==> config.mk <==
export PLATFORM = sky130hd
export DESIGN_NAME = hbps_ctrl
export DESIGN_NICKNAME = d
export VERILOG_FILES = /design/src/hdl/hbps_pkg.sv /design/src/hdl/hbps_ctrl.sv
export SDC_FILE = /design/constraint.sdc
export NUM_CORES = 1
export LEC_CHECK = 0
export ABC_AREA = 1
export BUFFER_PORTS_ARGS = -buffer_cell sky130_fd_sc_hd__buf_2
export CAP_MARGIN = 30
export CORE_AREA = 3 3 40 42
export CTS_CLUSTER_DIAMETER = 30
export DETAILED_ROUTE_END_ITERATION = 7
export DIE_AREA = 0 0 43 45
export GPL_ROUTABILITY_DRIVEN = 0
export HOLD_SLACK_MARGIN = 0.02
export SLEW_MARGIN = 10
export SYNTH_ARGS = -nofsm -noshare
export SYNTH_HDL_FRONTEND = slang
export SYNTH_SLANG_ARGS = --single-unit
export TNS_END_PERCENT = 50
==> constraint.sdc <==
create_clock -name clk_i -period 1.3 [get_ports clk_i]
set_input_delay 0.26 -clock clk_i [delete_from_list [all_inputs] [get_ports clk_i]]
set_output_delay 0.26 -clock clk_i [all_outputs]
set_load 0.02 [all_outputs]
==> src/hdl/hbps_pkg.sv <==
// ----------------------------------------------------------------------------
// hbps_pkg
// Shared types and constants for the histogram bit-plane sums engine.
// ----------------------------------------------------------------------------
package hbps_pkg;

  localparam int unsigned VALUE_BITS_DEF  = 16;
  localparam int unsigned COUNT_WIDTH_DEF = 32;
  localparam int unsigned SAMPLE_W        = 16;
  localparam int unsigned REQ_W           = 2;
  localparam int unsigned SUM_W           = 48;
  localparam int unsigned NUM_POS         = 16;
  localparam int unsigned POS_W           = 4;

  localparam logic [SUM_W-1:0] SUM_MAX = {SUM_W{1'b1}};

  // Request codes
  localparam logic [REQ_W-1:0] REQ_COUNT  = 2'd0;
  localparam logic [REQ_W-1:0] REQ_CLEAR  = 2'd1;
  localparam logic [REQ_W-1:0] REQ_REPORT = 2'd2;

  typedef struct packed {
    logic [REQ_W-1:0]    req_type;
    logic [SAMPLE_W-1:0] sample_value;
  } in_item_t;

  typedef struct packed {
    logic [POS_W-1:0] bit_index;
    logic [SUM_W-1:0] bit_sum;
    logic             last;
  } out_item_t;

  typedef enum logic [2:0] {
    ST_IDLE,
    ST_CLEAR,
    ST_CNT_RD,
    ST_CNT_WR,
    ST_WALK,
    ST_DRAIN,
    ST_EMIT
  } state_e;

  // Controller to datapath
  typedef struct packed {
    logic load_req;
    logic addr_clear;
    logic addr_step;
    logic zero_we;
    logic cnt_rd;
    logic cnt_we;
    logic walk_rd;
    logic acc_clear;
    logic pos_clear;
    logic emit;
  } cmd_t;

  // Datapath to controller
  typedef struct packed {
    logic addr_last;
    logic pos_last;
  } sts_t;

endpackage

==> src/hdl/hbps_ctrl.sv <==
// ----------------------------------------------------------------------------
// hbps_ctrl
// Request sequencer: count, clear pass, and report walk/emit.
// ----------------------------------------------------------------------------
module hbps_ctrl
  import hbps_pkg::*;
(
  input  logic             clk_i,
  input  logic             rst_ni,
  input  logic             start,
  input  logic [REQ_W-1:0] req_type_i,
  output logic             busy,
  output cmd_t             cmd_o,
  input  sts_t             sts_i
);

  state_e state_q, state_d;

  always_ff @(posedge clk_i or negedge rst_ni) begin
    if (!rst_ni) begin
      // the store is swept to zero right after reset
      state_q <= ST_CLEAR;
    end else begin
      state_q <= state_d;
    end
  end

  always_comb begin
    state_d = state_q;
    cmd_o   = '0;
    case (state_q)
      ST_IDLE: begin
        if (start) begin
          cmd_o.load_req = 1'b1;
          case (req_type_i)
            REQ_COUNT: begin
              state_d = ST_CNT_RD;
            end
            REQ_CLEAR: begin
              cmd_o.addr_clear = 1'b1;
              state_d          = ST_CLEAR;
            end
            REQ_REPORT: begin
              cmd_o.addr_clear = 1'b1;
              cmd_o.acc_clear  = 1'b1;
              cmd_o.pos_clear  = 1'b1;
              state_d          = ST_WALK;
            end
            default: begin
              state_d = ST_IDLE;
            end
          endcase
        end
      end
      ST_CLEAR: begin
        cmd_o.zero_we   = 1'b1;
        cmd_o.addr_step = 1'b1;
        if (sts_i.addr_last) begin
          state_d = ST_IDLE;
        end
      end
      ST_CNT_RD: begin
        cmd_o.cnt_rd = 1'b1;
        state_d      = ST_CNT_WR;
      end
      ST_CNT_WR: begin
        cmd_o.cnt_we = 1'b1;
        state_d      = ST_IDLE;
      end
      ST_WALK: begin
        cmd_o.walk_rd   = 1'b1;
        cmd_o.addr_step = 1'b1;
        if (sts_i.addr_last) begin
          state_d = ST_DRAIN;
        end
      end
      ST_DRAIN: begin
        // last bin's read data lands in the accumulators this cycle
        state_d = ST_EMIT;
      end
      ST_EMIT: begin
        cmd_o.emit = 1'b1;
        if (sts_i.pos_last) begin
          state_d = ST_IDLE;
        end
      end
      default: begin
        state_d = ST_IDLE;
      end
    endcase
  end

  assign busy = (state_q != ST_IDLE);

  a_emit_ends_report: assert property (@(posedge clk_i) disable iff (!rst_ni)
    cmd_o.emit && sts_i.pos_last |=> state_q == ST_IDLE)
    else $error("report did not end after the last position");

  a_no_write_in_report: assert property (@(posedge clk_i) disable iff (!rst_ni)
    (state_q == ST_WALK || state_q == ST_DRAIN || state_q == ST_EMIT)
      |-> !(cmd_o.zero_we || cmd_o.cnt_we))
    else $error("store written during report");

endmodule

# Word level (Yosys, flattened, before mapping)
# Cells that the tools add are included.
# Widths: inputs -> output; s select.
[word_totals] elab_cells=37 output_inout_bits=11 regBits=3 inputBits=7
[op_classes] eq_ne=12 mux=18 n_reduce_logical=6
[op_table] op="$pmux 3 s6" n=1
[op_table] op="$mux 3" n=4
[op_table] op="$mux 2" n=5
[op_table] op="$eq 3x3->1 const B" n=3
[op_table] op="$pmux 3 s3" n=1
[op_table] op="$ne 2x2->1 const B" n=4
[op_table] op="$mux 1" n=7
[op_table] op="$eq 3x2->1 const B" n=2
[op_table] op="$reduce_and 4->1" n=1
[op_table] op="$reduce_or 2->1" n=2
[op_table] op="$eq 3x1->1 const B" n=1
[op_table] op="$logic_not 3->1" n=1
[op_table] op="$reduce_bool 3->1" n=1
[op_table] op="$eq 2x1->1 const B" n=1
[op_table] op="$eq 2x2->1 const B" n=1
[op_table] op="$logic_not 2->1" n=1

# Depth between registers and ports, before layout
[logic_depth] depth_word=5 mapped_depth=7 depth_no_buf=6

# Worst setup path before layout
# Ideal clock, no wire load.
[synth_path] kind="flip-flop to output port" startpoint="register state_q[1]" endpoint="output cmd_o[2] (netlist name)" stages_incl_launch_ff=5 n_path_buf=1 slack_ns=-0.343 t_required_ns=1.040 t_arrival_ns=1.383 path_cell_list="dfrtp_1 -> nor2_4 -> nand2_1 -> nor2_1 -> buf_4"
[synth_rtl] item="from (decl)" line="hbps_ctrl.sv:17" text="state_e state_q, state_d;"
[synth_rtl] item="from (signal assigned)" line="hbps_ctrl.sv:24" text="state_q <= state_d;"
[synth_rtl] item="to (decl)" line="hbps_ctrl.sv:13" text="output cmd_t cmd_o,"

==> run metrics <==
status=finished, violations left; failing checks=setup timing; DR iter-0 viols=6; P per Cell Area=2200 nW/um^2; WHS Path Cells=4; Critical Path Start Type=register; cell taking the most area after synthesis=nand2_1; die extent in y=45 um; TritonCTS buffer count=3; worst-path maximum fanout=5; leakage=0.000362 uW; switching power=659 uW; H-tree Lvls=1; Multi-input gate area=244 um^2; Arr. time, crit path=1.16 ns; CP Capture Type=output port; post-synth top area share=0.171; n_diodes=0; total grt overflow=0; Ports=18; Synth area leaders=nand2_1 17%, inv_1 15%, dfrtp_1 14%, ha_1 14%, nand3_1 10%; CP Class=register to output port; Reg clk slew, reported paths=0.04 ns; reg2reg setup slack=0.06 ns; WHS Endpoint=state_q[0]; post-route ant nets=0; Routed wire per std cell=9.46 um; Seq/Total Area, Yosys=0.218; worst-margin pin slew=0.177 ns; internal power=659 uW; Layout Skew=0.00329 ns; Core ar.=1280 um^2; Area Growth Syn to Fin=71.1%; Avg Cell Area, Syn=6.04 um^2; clk_lat worst skew=0.23 ns; Finished Cell Area=599 um^2; dpl cells=88; final net count=96; vias after detailed routing=416; initial core utilization=0.273; number of global-route vias before repair=392; largest net degree at the start of global routing=8; dpl cell area=462 um^2; number of vias per cell=4.20; R2R Path End=state_q[2]; most frequent cell after synthesis=nand2_1; combinational share of power=0.701; Max-cap violations=0; GRT Overall Usage=0.105; clk root buf=clkbuf_4; Critical Path RT=1.04 ns; synth unique cells=14; dominant synthesized flop cell=dfrtp_1; Final Non-Filler Cells=99; Post-synth EDFFs=0; min-delay worst type=primary input to register; post-layout min period=1.42 ns; DRC violations left=0; Commonest cells post-synth=16 x nand2_1, 14 x inv_1, 7 x nand3_1; die width=43 um; first-pass GRT wire length=1.58 mm; Largest regs=state_q (3); Sequential cell area=78.8 um^2; share of cells above drive strength 1=0.512; synthesized instance count=58; synth warn=0; Clk network pwr share=0.121; post-route setup TNS=-1.21 ns; mapped cell area=350 um^2; Die ar.=1940 um^2; async set-reset flop share out of synthesis=1.00; Finish-stage setup viols=11; Slew HR=0.881; Critical R2R Launch=state_q[0]; initial antenna violation count=0; Worst Hold Launch=sts_i[1]; sw frac=0.500; Fmax=704 MHz; Yosys reg bits=3; Largest register FFs=3; CTS tree=yes; Seq pwr share=0.177; final hold violations=0; HPWL Detailed=633 um; Largest Register=state_q; Post-Syn Nets=69; RSZ-0062 raised after global routing=true; Final Max Tran Viols=0; final setup margin=-0.121 ns; worst reg-to-reg path cell count=6; clk sinks=3; drt first pass iters=4; DRT Wirelength=937 um; Max Buffers Root-to-Sink=2; VDD IR max=0.000893 V; fill cell count=135; # port buffers=17; row count=13; Tcrit/Tclk final=1.09
-- cells in the final DEF, fill, tap and decap left out --
| cell type | n |
|---|---|
| nand2_4 | 1 |
| nor2_4 | 2 |
| o21ai_0 | 3 |
| nor2_2 | 4 |
| nor3_2 | 1 |
| buf_2 | 9 |
| buf_4 | 9 |
| nand2_1 | 12 |
| dlygate4sd3_1 | 1 |
| dfrtp_2 | 2 |
| dfstp_2 | 1 |
| clkbuf_4 | 3 |
| nand2_2 | 3 |
| clkbuf_1 | 1 |
| buf_6 | 5 |
| inv_1 | 11 |
| o21ai_1 | 1 |
| nand3_1 | 7 |
| nand4_1 | 1 |
| ha_1 | 4 |
| inv_2 | 3 |
-- cells by family after synthesis --
kind of cell    count (synthesis)  synth area share
compound gates                  4            0.0571
flops                           3             0.218
fa+ha+maj                       4             0.143
buf+inv                        16             0.186
simple gates                   31             0.396
-- what timing repair did --
action	4_1_cts	5_1_grt
gates cloned	0	0
hold buffers	1	0
pin swaps	4	3
endpoints found under the hold margin	3	0
endpoints found under the setup margin	11	14
setup buffers	4	2
resized for setup	14	11
-- metal layers --
| layer | up-vias | wire length, um | GRT usage |
|---|---|---|---|
| li1 | 225 | - | - |
| met4 | 0 | 0 | 0.0361 |
| met3 | 0 | 82 | 0.0279 |
| met5 | - | 0 | 0 |
| met2 | 16 | 470 | 0.186 |
| met1 | 175 | 384 | 0.123 |
-- per-stage QoR --
step | power (uW) | setup slack [ns] | hold slack [ns] | utilization
6_report | 1320 | -0.121 | 0.335 | 0.466
4_1_cts | 1230 | -0.129 | 0.296 | 0.437
3_5_place_dp | 898 | 0.0198 | 0.0551 | 0.359
2_1_floorplan | 729 | -0.0491 | -0.0356 | -
5_1_grt | 1430 | -0.172 | 0.365 | 0.466
3_3_place_gp | 891 | 0.0408 | 0.0568 | 0.359
-- final cells by class --
type | instances | area share
well taps | 15 | 0.0313
multi-input cells | 39 | 0.407
repair buffers | 24 | 0.299
inverters | 14 | 0.0877
clock buffers | 4 | 0.0438
flip-flops and latches | 3 | 0.132
-- worst max-delay path, stage by stage (launching register included) --
cell and delay [ns]:
dfstp_2 0.60, nor2_4 0.07, nand2_4 0.09, nor2_2 0.04, buf_4 0.15
-- power by group through the flow --
stage / logic (uW) / registers, uW / clock network, uW
finish: 924 / 234 / 160
global route: 1010 / 244 / 172
CTS: 842 / 226 / 166
detailed placement: 658 / 239 / 0
global placement: 654 / 237 / 0
floorplan: 538 / 191 / 0
-- how the worst max path moves through the flow --
stage                from       end  depth (start not counted)
2_1_floorplan  state_q[1]  cmd_o[2]                          4
3_3_place_gp   state_q[1]  cmd_o[2]                          4
3_5_place_dp   state_q[1]  cmd_o[2]                          4
4_1_cts        state_q[0]  cmd_o[2]                          4
5_1_grt        state_q[1]  cmd_o[8]                          4
6_report       state_q[0]  cmd_o[9]                          4
(Power assumes the default switching activity.)
